`config.mk`:
```
export PLATFORM = sky130hd
export DESIGN_NAME = sd_data_block_receive_crc16_top
export DESIGN_NICKNAME = d
export VERILOG_FILES = /design/src/hdl/sdbr_pkg.sv /design/src/hdl/sdbr_regs.sv /design/src/hdl/sdbr_core.sv /design/src/hdl/sdbr_outq.sv /design/src/hdl/sd_data_block_receive_crc16_top.sv
export VERILOG_INCLUDE_DIRS = /design/src /design/src/hdl
export SDC_FILE = /design/constraint.sdc
export NUM_CORES = 1
export LEC_CHECK = 0
export BUFFER_PORTS_ARGS = -buffer_cell sky130_fd_sc_hd__buf_2
export CORE_MARGIN = 5
export CORE_UTILIZATION = 30
export DETAILED_ROUTE_END_ITERATION = 7
export PLACE_DENSITY = 0.53
export RECOVER_POWER = 25
export SLEW_MARGIN = 20
export SYNTH_ARGS = -nofsm -noshare
export SYNTH_HDL_FRONTEND = slang
export SYNTH_SLANG_ARGS = --single-unit
```
`constraint.sdc`:
```
create_clock -name i_clk -period 9.3 [get_ports i_clk]
set_input_delay 0.465 -clock i_clk [delete_from_list [all_inputs] [get_ports i_clk]]
set_output_delay 0.465 -clock i_clk [all_outputs]
set_load 0.05 [all_outputs]
```
`src/hdl/sd_data_block_receive_crc16_top_defines.svh`:
```
// Assertion macros for the SD data block receiver.
// Included by the top level; no other dependencies.
`ifndef SD_DATA_BLOCK_RECEIVE_CRC16_TOP_DEFINES_SVH
`define SD_DATA_BLOCK_RECEIVE_CRC16_TOP_DEFINES_SVH

`ifndef SYNTHESIS

// Same-cycle implication, checked out of reset
`define SDBR_ASSERT_NOW(lbl, ante, cons) \
    lbl: assert property (@(posedge i_clk) disable iff (!i_rst_n) (ante) |-> (cons)) \
        else $error("sdbr assertion failed");

// Next-cycle implication, checked out of reset
`define SDBR_ASSERT_NEXT(lbl, ante, cons) \
    lbl: assert property (@(posedge i_clk) disable iff (!i_rst_n) (ante) |=> (cons)) \
        else $error("sdbr assertion failed");

`else

`define SDBR_ASSERT_NOW(lbl, ante, cons)
`define SDBR_ASSERT_NEXT(lbl, ante, cons)

`endif

`endif

```
`src/hdl/sdbr_pkg.sv`:
```
// Shared types, codes and the CRC-16-CCITT byte update for the SD data block receiver.
// No dependencies.
package sdbr_pkg;

    // Field widths
    localparam int BLK_LEN_W = 13;
    localparam int TIMEOUT_W = 16;
    localparam int BYTE_W    = 8;
    localparam int CRC_W     = 16;
    localparam int STATUS_W  = 2;

    localparam int SDBR_MAX_BLOCK_BYTES = 4096;

    // Register file
    localparam int APB_DATA_W = 32;
    localparam int APB_ADDR_W = 4;
    localparam logic [1:0] REG_BLOCK_LENGTH = 2'd0;
    localparam logic [1:0] REG_TIMEOUT      = 2'd1;
    localparam logic [1:0] REG_START_TOKEN  = 2'd2;

    localparam logic [BLK_LEN_W-1:0] RST_BLOCK_LENGTH = 13'd512;
    localparam logic [TIMEOUT_W-1:0] RST_TIMEOUT      = 16'd8;
    localparam logic [BYTE_W-1:0]    RST_START_TOKEN  = 8'hFE;

    localparam logic [BYTE_W-1:0] IDLE_BYTE = 8'hFF;

    // Item codes
    localparam logic OP_ARM  = 1'b0;
    localparam logic OP_BYTE = 1'b1;

    localparam logic KIND_DATA   = 1'b0;
    localparam logic KIND_STATUS = 1'b1;

    localparam logic [STATUS_W-1:0] ST_OK       = 2'd0;
    localparam logic [STATUS_W-1:0] ST_MISMATCH = 2'd1;
    localparam logic [STATUS_W-1:0] ST_TIMEOUT  = 2'd2;
    localparam logic [STATUS_W-1:0] ST_BADTOKEN = 2'd3;

    localparam logic [CRC_W-1:0] CRC_POLY = 16'h1021;

    typedef struct packed {
        logic [BLK_LEN_W-1:0] block_length;
        logic [TIMEOUT_W-1:0] timeout_bytes;
        logic [BYTE_W-1:0]    start_token;
    } t_cfg;

    typedef struct packed {
        logic                kind;
        logic [BYTE_W-1:0]   data_byte;
        logic [STATUS_W-1:0] status;
        logic [CRC_W-1:0]    received_crc;
        logic [CRC_W-1:0]    computed_crc;
        logic                last;
    } t_result;

    typedef struct packed {
        logic out_valid;
        logic skid_valid;
    } t_outq_stat;

    // CRC-16-CCITT, MSB first, one byte per call
    function automatic logic [CRC_W-1:0] sdbr_crc_byte(input logic [CRC_W-1:0] crc,
                                                       input logic [BYTE_W-1:0] b);
        logic [CRC_W-1:0] c;
        c = crc ^ {b, 8'h00};
        for (int i = 0; i < 8; i++) begin
            if (c[CRC_W-1]) begin
                c = {c[CRC_W-2:0], 1'b0} ^ CRC_POLY;
            end else begin
                c = {c[CRC_W-2:0], 1'b0};
            end
        end
        return c;
    endfunction

endpackage

```
`src/hdl/sdbr_regs.sv`:
```
// APB configuration registers: block length, idle timeout, start token.
// Depends on sdbr_pkg.
module sdbr_regs import sdbr_pkg::*; (
    input  logic                  i_clk,
    input  logic                  i_rst_n,
    input  logic                  psel,
    input  logic                  penable,
    input  logic                  pwrite,
    input  logic [APB_ADDR_W-1:0] paddr,
    input  logic [APB_DATA_W-1:0] pwdata,
    output logic [APB_DATA_W-1:0] prdata,
    output logic                  pready,
    output t_cfg                  o_cfg
);

    t_cfg r_cfg;
    logic wr_en;
    logic [1:0] reg_idx;

    assign pready  = 1'b1;
    assign wr_en   = psel && penable && pwrite && pready;
    assign reg_idx = paddr[3:2];

    // Register writes
    always_ff @(posedge i_clk) begin
        if (!i_rst_n) begin
            r_cfg.block_length  <= RST_BLOCK_LENGTH;
            r_cfg.timeout_bytes <= RST_TIMEOUT;
            r_cfg.start_token   <= RST_START_TOKEN;
        end else if (wr_en) begin
            case (reg_idx)
                REG_BLOCK_LENGTH: r_cfg.block_length  <= pwdata[BLK_LEN_W-1:0];
                REG_TIMEOUT:      r_cfg.timeout_bytes <= pwdata[TIMEOUT_W-1:0];
                REG_START_TOKEN:  r_cfg.start_token   <= pwdata[BYTE_W-1:0];
                default: ;
            endcase
        end
    end

    // Read mux
    always_comb begin
        case (reg_idx)
            REG_BLOCK_LENGTH: prdata = APB_DATA_W'(r_cfg.block_length);
            REG_TIMEOUT:      prdata = APB_DATA_W'(r_cfg.timeout_bytes);
            REG_START_TOKEN:  prdata = APB_DATA_W'(r_cfg.start_token);
            default:          prdata = '0;
        endcase
    end

    assign o_cfg = r_cfg;

endmodule

```
`src/hdl/sdbr_core.sv`:
```
// Block receive sequencer: token hunt with timeout, payload pass-through with CRC, CRC check.
// Depends on sdbr_pkg.
module sdbr_core import sdbr_pkg::*; #(
    parameter int MAX_BLOCK_BYTES = SDBR_MAX_BLOCK_BYTES
) (
    input  logic              i_clk,
    input  logic              i_rst_n,
    input  logic              i_fire,
    input  logic              i_opcode,
    input  logic [BYTE_W-1:0] i_rx_byte,
    input  t_cfg              i_cfg,
    output logic              o_res_valid,
    output t_result           o_res
);

    localparam int CNT_W = $clog2(MAX_BLOCK_BYTES + 1);
    localparam int LEN_W = (CNT_W > BLK_LEN_W) ? CNT_W : BLK_LEN_W;
    localparam logic [LEN_W-1:0] MAX_LEN = LEN_W'(MAX_BLOCK_BYTES);

    localparam logic [2:0] PH_IDLE   = 3'd0;
    localparam logic [2:0] PH_WAIT   = 3'd1;
    localparam logic [2:0] PH_DATA   = 3'd2;
    localparam logic [2:0] PH_CRC_HI = 3'd3;
    localparam logic [2:0] PH_CRC_LO = 3'd4;

    logic [2:0]           r_phase, n_phase;
    logic [CNT_W-1:0]     r_count, n_count;
    logic [TIMEOUT_W-1:0] r_idle, n_idle;
    logic [CRC_W-1:0]     r_crc, n_crc;
    logic [CRC_W-1:0]     r_crc_rx, n_crc_rx;

    logic [LEN_W-1:0]     blen_ext;
    logic [LEN_W-1:0]     eff_len;
    logic [CNT_W-1:0]     cnt_inc;
    logic [TIMEOUT_W-1:0] idle_inc;
    logic [CRC_W-1:0]     crc_upd;
    logic [CRC_W-1:0]     crc_full;

    // Effective block length: zero counts as one, clipped to the maximum
    always_comb begin
        blen_ext = LEN_W'(i_cfg.block_length);
        if (blen_ext == '0) begin
            eff_len = LEN_W'(1);
        end else if (blen_ext > MAX_LEN) begin
            eff_len = MAX_LEN;
        end else begin
            eff_len = blen_ext;
        end
    end

    assign cnt_inc  = r_count + CNT_W'(1);
    assign idle_inc = (r_idle != '1) ? r_idle + TIMEOUT_W'(1) : r_idle;
    assign crc_upd  = sdbr_crc_byte(r_crc, i_rx_byte);
    assign crc_full = {r_crc_rx[CRC_W-1:BYTE_W], i_rx_byte};

    // Next state and result for the item in the input register
    always_comb begin
        n_phase     = r_phase;
        n_count     = r_count;
        n_idle      = r_idle;
        n_crc       = r_crc;
        n_crc_rx    = r_crc_rx;
        o_res_valid = 1'b0;
        o_res       = '0;
        if (i_fire) begin
            if (i_opcode == OP_ARM) begin
                n_phase  = PH_WAIT;
                n_count  = '0;
                n_idle   = '0;
                n_crc    = '0;
                n_crc_rx = '0;
            end else begin
                case (r_phase)
                    PH_WAIT: begin
                        if (i_rx_byte == IDLE_BYTE) begin
                            n_idle = idle_inc;
                            if (i_cfg.timeout_bytes != '0 && idle_inc >= i_cfg.timeout_bytes) begin
                                n_phase      = PH_IDLE;
                                o_res_valid  = 1'b1;
                                o_res.kind   = KIND_STATUS;
                                o_res.status = ST_TIMEOUT;
                                o_res.last   = 1'b1;
                            end
                        end else if (i_rx_byte != i_cfg.start_token) begin
                            n_phase      = PH_IDLE;
                            o_res_valid  = 1'b1;
                            o_res.kind   = KIND_STATUS;
                            o_res.status = ST_BADTOKEN;
                            o_res.last   = 1'b1;
                        end else begin
                            n_phase = PH_DATA;
                            n_count = '0;
                            n_crc   = '0;
                        end
                    end
                    PH_DATA: begin
                        n_crc   = crc_upd;
                        n_count = cnt_inc;
                        if (LEN_W'(cnt_inc) >= eff_len) begin
                            n_phase = PH_CRC_HI;
                        end
                        o_res_valid     = 1'b1;
                        o_res.kind      = KIND_DATA;
                        o_res.data_byte = i_rx_byte;
                    end
                    PH_CRC_HI: begin
                        n_crc_rx = {i_rx_byte, 8'h00};
                        n_phase  = PH_CRC_LO;
                    end
                    PH_CRC_LO: begin
                        n_crc_rx           = crc_full;
                        n_phase            = PH_IDLE;
                        o_res_valid        = 1'b1;
                        o_res.kind         = KIND_STATUS;
                        o_res.status       = (crc_full == r_crc) ? ST_OK : ST_MISMATCH;
                        o_res.received_crc = crc_full;
                        o_res.computed_crc = r_crc;
                        o_res.last         = 1'b1;
                    end
                    default: ;
                endcase
            end
        end
    end

    // State registers
    always_ff @(posedge i_clk) begin
        if (!i_rst_n) begin
            r_phase  <= PH_IDLE;
            r_count  <= '0;
            r_idle   <= '0;
            r_crc    <= '0;
            r_crc_rx <= '0;
        end else begin
            r_phase  <= n_phase;
            r_count  <= n_count;
            r_idle   <= n_idle;
            r_crc    <= n_crc;
            r_crc_rx <= n_crc_rx;
        end
    end

endmodule

```
`src/hdl/sdbr_outq.sv`:
```
// Result register with a one-entry skid stage that parks a result while the receiver stalls.
// Depends on sdbr_pkg.
module sdbr_outq import sdbr_pkg::*; (
    input  logic       i_clk,
    input  logic       i_rst_n,
    input  logic       i_res_valid,
    input  t_result    i_res,
    input  logic       i_out_stall,
    output logic       o_out_valid,
    output t_result    o_out,
    output t_outq_stat o_stat
);

    logic    r_out_valid, n_out_valid;
    logic    r_skid_valid, n_skid_valid;
    t_result r_out, n_out;
    t_result r_skid, n_skid;
    logic    out_free;

    assign out_free = !r_out_valid || !i_out_stall;

    // Skid entry drains first; the core does not fire while it is full
    always_comb begin
        n_out_valid  = r_out_valid;
        n_skid_valid = r_skid_valid;
        n_out        = r_out;
        n_skid       = r_skid;
        if (out_free) begin
            if (r_skid_valid) begin
                n_out        = r_skid;
                n_out_valid  = 1'b1;
                n_skid_valid = 1'b0;
            end else if (i_res_valid) begin
                n_out       = i_res;
                n_out_valid = 1'b1;
            end else begin
                n_out_valid = 1'b0;
            end
        end else if (i_res_valid) begin
            n_skid       = i_res;
            n_skid_valid = 1'b1;
        end
    end

    always_ff @(posedge i_clk) begin
        if (!i_rst_n) begin
            r_out_valid  <= 1'b0;
            r_skid_valid <= 1'b0;
        end else begin
            r_out_valid  <= n_out_valid;
            r_skid_valid <= n_skid_valid;
        end
    end

    always_ff @(posedge i_clk) begin
        r_out  <= n_out;
        r_skid <= n_skid;
    end

    assign o_out_valid       = r_out_valid;
    assign o_out             = r_out;
    assign o_stat.out_valid  = r_out_valid;
    assign o_stat.skid_valid = r_skid_valid;

endmodule

```
`src/hdl/sd_data_block_receive_crc16_top.sv`:
```
// SD SPI-mode data block receiver with CRC-16-CCITT check.
// Input channel: i_in_valid / o_in_stall with i_opcode (arm or card byte) and i_rx_byte.
// Output channel: o_out_valid / i_out_stall with one item per payload byte and one final
// status item (ok, crc mismatch, timeout, bad start token); ok and mismatch carry both CRCs.
// Configuration through the APB port: block_length at 0x0, timeout_bytes at 0x4,
// start_token at 0x8; write only while no transfer is in flight.
// An accepted item is held in the input register and its result is registered in the
// result register, or in the skid stage while the receiver stalls.
// Throughput: one item per cycle while the skid stage is empty; the byte-wide CRC update
// and sequencer step are combinational between the input and result registers.
// When the receiver stalls, one further result parks in the skid stage; the input
// stalls only while that stage and the input register are both full.
// Reset (synchronous, active low) clears the sequencer to not armed, empties both
// channels and restores the register defaults (512, 8, 0xFE).
// Depends on sdbr_pkg, sdbr_regs, sdbr_core, sdbr_outq and the assertion macro header.
`include "sd_data_block_receive_crc16_top_defines.svh"
module sd_data_block_receive_crc16_top import sdbr_pkg::*; #(
    parameter int MAX_BLOCK_BYTES = SDBR_MAX_BLOCK_BYTES
) (
    input  logic                  i_clk,
    input  logic                  i_rst_n,
    input  logic                  psel,
    input  logic                  penable,
    input  logic                  pwrite,
    input  logic [APB_ADDR_W-1:0] paddr,
    input  logic [APB_DATA_W-1:0] pwdata,
    output logic [APB_DATA_W-1:0] prdata,
    output logic                  pready,
    input  logic                  i_in_valid,
    output logic                  o_in_stall,
    input  logic                  i_opcode,
    input  logic [BYTE_W-1:0]     i_rx_byte,
    output logic                  o_out_valid,
    input  logic                  i_out_stall,
    output logic                  o_kind,
    output logic [BYTE_W-1:0]     o_data_byte,
    output logic [STATUS_W-1:0]   o_status,
    output logic [CRC_W-1:0]      o_received_crc,
    output logic [CRC_W-1:0]      o_computed_crc,
    output logic                  o_last
);

    t_cfg        cfg;
    t_result     res;
    t_result     out_item;
    t_outq_stat  oq_stat;
    logic        res_valid;
    logic        fire;
    logic        in_accept;

    logic              r_in_valid;
    logic              r_in_opcode;
    logic [BYTE_W-1:0] r_in_byte;

    sdbr_regs u_regs (
        .i_clk   (i_clk),
        .i_rst_n (i_rst_n),
        .psel    (psel),
        .penable (penable),
        .pwrite  (pwrite),
        .paddr   (paddr),
        .pwdata  (pwdata),
        .prdata  (prdata),
        .pready  (pready),
        .o_cfg   (cfg)
    );

    // Input register; it drains whenever the skid stage has room
    assign fire       = r_in_valid && !oq_stat.skid_valid;
    assign o_in_stall = r_in_valid && oq_stat.skid_valid;
    assign in_accept  = i_in_valid && !o_in_stall;

    always_ff @(posedge i_clk) begin
        if (!i_rst_n) begin
            r_in_valid <= 1'b0;
        end else if (in_accept) begin
            r_in_valid <= 1'b1;
        end else if (fire) begin
            r_in_valid <= 1'b0;
        end
    end

    always_ff @(posedge i_clk) begin
        if (in_accept) begin
            r_in_opcode <= i_opcode;
            r_in_byte   <= i_rx_byte;
        end
    end

    sdbr_core #(
        .MAX_BLOCK_BYTES (MAX_BLOCK_BYTES)
    ) u_core (
        .i_clk       (i_clk),
        .i_rst_n     (i_rst_n),
        .i_fire      (fire),
        .i_opcode    (r_in_opcode),
        .i_rx_byte   (r_in_byte),
        .i_cfg       (cfg),
        .o_res_valid (res_valid),
        .o_res       (res)
    );

    sdbr_outq u_outq (
        .i_clk       (i_clk),
        .i_rst_n     (i_rst_n),
        .i_res_valid (res_valid),
        .i_res       (res),
        .i_out_stall (i_out_stall),
        .o_out_valid (o_out_valid),
        .o_out       (out_item),
        .o_stat      (oq_stat)
    );

    assign o_kind         = out_item.kind;
    assign o_data_byte    = out_item.data_byte;
    assign o_status       = out_item.status;
    assign o_received_crc = out_item.received_crc;
    assign o_computed_crc = out_item.computed_crc;
    assign o_last         = out_item.last;

    // Checks
    `SDBR_ASSERT_NOW(a_skid_needs_out, oq_stat.skid_valid, oq_stat.out_valid)
    `SDBR_ASSERT_NEXT(a_skid_drains, oq_stat.skid_valid && !i_out_stall, o_out_valid && !oq_stat.skid_valid)
    `SDBR_ASSERT_NOW(a_data_not_last, o_out_valid && o_kind == KIND_DATA, !o_last && o_status == ST_OK)
    `SDBR_ASSERT_NOW(a_err_no_crc, o_out_valid && (o_status == ST_TIMEOUT || o_status == ST_BADTOKEN), o_received_crc == '0 && o_computed_crc == '0)

endmodule
```
==> flow_summary_export.csv <==
group,metric,value,unit
synthesis,synth_cell_types,70,
grt,grt_max_degree,49,
detailed_routing,viasPerCell,4.87,
timing,tightest_slew,2.22,ns
power,switching_share,0.262,
clock_tree,cts_buffers,17,
placed_design,dp.cells,1398,
timing,rsz0062_at_grt,"no",
floorplanning,dieArea,35600,um2
synthesis,synth-adder-area-share,0.0404,
critical_path,cpLargestDelayFamily,"compound AO/OA/AOI/OAI gates",
synthesis,syn_area,9590,um2
grt,antenna_found_initial,0,
placed_design,place_congestion,0.806,
power,power_frac_comb,0.066,
critical_path,crit_top_cell,"a21oi_1",
critical_path,r2r_setup_slack,4.87,ns
outcome,status,"finished, violations left",
detailed_routing,dr_total_vias,6965,
floorplanning,fp-row-count,65,
critical_path,slowest_delay,0.60,ns
synthesis,ys_async_sr_fraction,0,
grt,grt_pass1_wl,38200,um
synthesis,ys_seq_area_frac,0.498,
timing,fmax,0.226,GHz
layout,area_delta_synth_final,12.8,%
floorplanning,die_w,189,um
synthesis,ys_warn_count,0,
timing,setup_tns,0,ns
timing,hold_viol,0,
placed_design,placed_cell_area,10300,um2
clock_tree,root_buffer,"clkbuf_16",
layout,regArea,4770,um2
clock_tree,cts.sinks,191,
power,p_leak,4.36,nW
detailed_routing,drt-initial-drc-count,579,
clock_tree,cts_resized,0,
detailed_routing,drt_pass1_iterations,5,
detailed_routing,drt_wl_total,24200,um
detailed_routing,antenna_left,0,
grt,first_global_vias,6825,
clock_tree,cts_tree,"done",
clock_tree,cts_setup_buffers,0,
synthesis,synth_xor_area_frac,0.0648,
hold_path,hold_class,"in2reg",
timing,min_period,4.43,ns
flow_run,max_cap_viol_count,3,
synthesis,synth_compound_gate_area_share,0.142,
synthesis,synth-simple-area-share,0.186,
clock_tree,clk_path_buf_depth,2,
timing,fin_crit_sh,0.476,
critical_path,crit_required,9.38,ns
layout,final_common_cell,"nand2_1",
layout,drive_gt1_frac,0.109,
detailed_routing,drc,0,
clock_tree,clkLatencyLatePin,0.44,ns
critical_path,cp_num_buf_inv,0,
placed_design,io_buffers,95,
placed_design,dpl.hpwl,16800,um
critical_path,path_cells,"ha_1 > nand3_1 > nor3_2 > a21oi_1 > nand3_1 > xnor2_1 > ha_1 > nand4_1 > nor4_4 > a21oi_1 > a21oi_1 > a21o_1 > o21a_4",
clock_tree,cts_hold_buf,0,
power,clockPowerShare,0.432,
floorplanning,core_area,31600,um2
grt,overflow,0,
power,ir_drop,109,uV
clock_tree,htree_num_levels,4,
critical_path,startpoint_type,"flip-flop",
synthesis,ys_ff_latch,191,
synthesis,synth_edf_count,95,
synthesis,synth_top_family_by_area,"simple AND/OR/NAND/NOR gates",
critical_path,critPathCaptureType,"flip-flop",
grt,grt_use_total,0.134,
power,pwr_density_cell,167,nW/um2
layout,layout_common_cells,"nand2_1 (140), dfxtp_1 (96), edfxtp_1 (95)",
layout,num_antenna_cells,0,
power,p_seq_frac,0.502,
synthesis,syn_inst,950,
detailed_routing,detail_route.wl_per_cell,16.9,um
floorplanning,ios,131,
outcome,failed_checks,"max-capacitance violations, max-slew violations",
timing,setup_viol,0,
synthesis,yosysTopAreaCell,"edfxtp_1",
timing,maxSlewViolCount,81,
floorplanning,initial_utilization,0.304,
timing,whs,0.189,ns
layout,multi_input_area,4400,um2
synthesis,synth_area_per_cell,10.1,um2
critical_path,cp_max_fo,43,
synthesis,synthMuxAreaShare,0.0174,
synthesis,synth_top_area_share,0.297,
critical_path,cp_slowest_cell,"o21a_4",
critical_path,crit_arrival,4.51,ns
power,intPower,0.00133,W
layout,fillCellCount,3276,
synthesis,synth.area.top_cells,"edfxtp_1 (30%), dfxtp_1 (20%), nand2_1 (5.4%), ha_1 (4.0%), xnor2_1 (3.7%)",
synthesis,ys.flop_type,"dfxtp_1",
clock_tree,clk_pin_slew,0.08,ns
layout,fin_cells,1430,
timing,skew,0.0115,ns
layout,final_nets,1098,
floorplanning,fp.dieH,189,um
timing,max_slew_margin,-0.485,
critical_path,path_class,"reg2reg",
power,power_switching,0.000473,W
layout,stdcell_area,10800,um2
registers in the layout, summed over array words and instances, names as in the netlist:
signal / flops
u_outq.r_skid_valid: 1
u_outq.o_out_valid: 1
u_core.r_count: 13
u_outq.o_out: 43
u_core.r_crc: 16
u_core.r_phase: 3
u_outq.r_skid: 43
r_in_byte: 8
u_core.r_idle: 16
u_regs.o_cfg: 37
r_in_valid: 1
u_core.r_crc_rx: 8
r_in_opcode: 1
metal layers:
layer | wire, um | up-vias | GRT usage
met5 | 0 | - | 0
met4 | 121 | 0 | 0.0227
met3 | 922 | 8 | 0.0282
met2 | 11600 | 142 | 0.224
met1 | 11500 | 3341 | 0.182
li1 | - | 3474 | -
logic make-up after synthesis:
| family | count (synthesis) |
|---|---|
| muxes | 16 |
| xor gates and xnor gates | 71 |
| AOI/OAI and AO/OA | 207 |
| DFF | 191 |
| buffers and inverters | 89 |
| adders and majority gates | 31 |
| and+or+nand+nor | 343 |
| other | 2 |
synth_stat cells, types with 14 or more instances:
cell and number:
nand2_1 139, dfxtp_1 96, edfxtp_1 95, a21oi_1 58, a21o_1 46, nand3_1 46, and2_1 41, xnor2_1 40
nor2_1 32, ha_1 31, xor2_1 31, o21ai_1 27, clkbuf_1 24, o21ai_0 23, buf_4 22, inv_1 21
and3_1 15, mux2i_1 14
power groups by stage:
stage	logic, W	registers [W]	clock network [W]
3_5_place_dp	0.000120	0.000926	0
2_1_floorplan	0.000104	0.000914	0
4_1_cts	0.000120	0.000906	0.000796
3_3_place_gp	0.000119	0.000926	0
6_report	0.000120	0.000906	0.000779
5_1_grt	0.000129	0.000908	0.000829
final timing paths:
| kind | from | end | cells past startpoint |
|---|---|---|---|
| worst max-delay path | u_core.r_idle[0] | u_outq.r_skid[14] | 13 |
| worst min-delay path | i_opcode | r_in_opcode | 1 |
| worst max register to register | u_core.r_idle[0] | u_outq.r_skid[14] | 13 |
| worst min register to register | u_regs.o_cfg[24] | u_regs.o_cfg[24] | 2 |
per-stage QoR:
| step | power, W | worst slack (ns) | utilization |
|---|---|---|---|
| after global placement | 0.00105 | 4.64 | 0.325 |
| after floorplan | 0.00102 | 5.04 | - |
| after global routing | 0.00187 | 4.54 | 0.343 |
| final | 0.00180 | 4.87 | 0.343 |
| after detailed placement | 0.00105 | 4.57 | 0.325 |
| after CTS | 0.00182 | 4.50 | 0.345 |
area by class of cell:
class	count	share of cell area
tap	402	0.0465
sequential	191	0.441
multi-input combinational	685	0.406
inverter	21	0.00729
timing repair buffer	99	0.0411
clock buffer	17	0.0393
clock inverter	15	0.0180
Power figures use the tool's default switching activity.
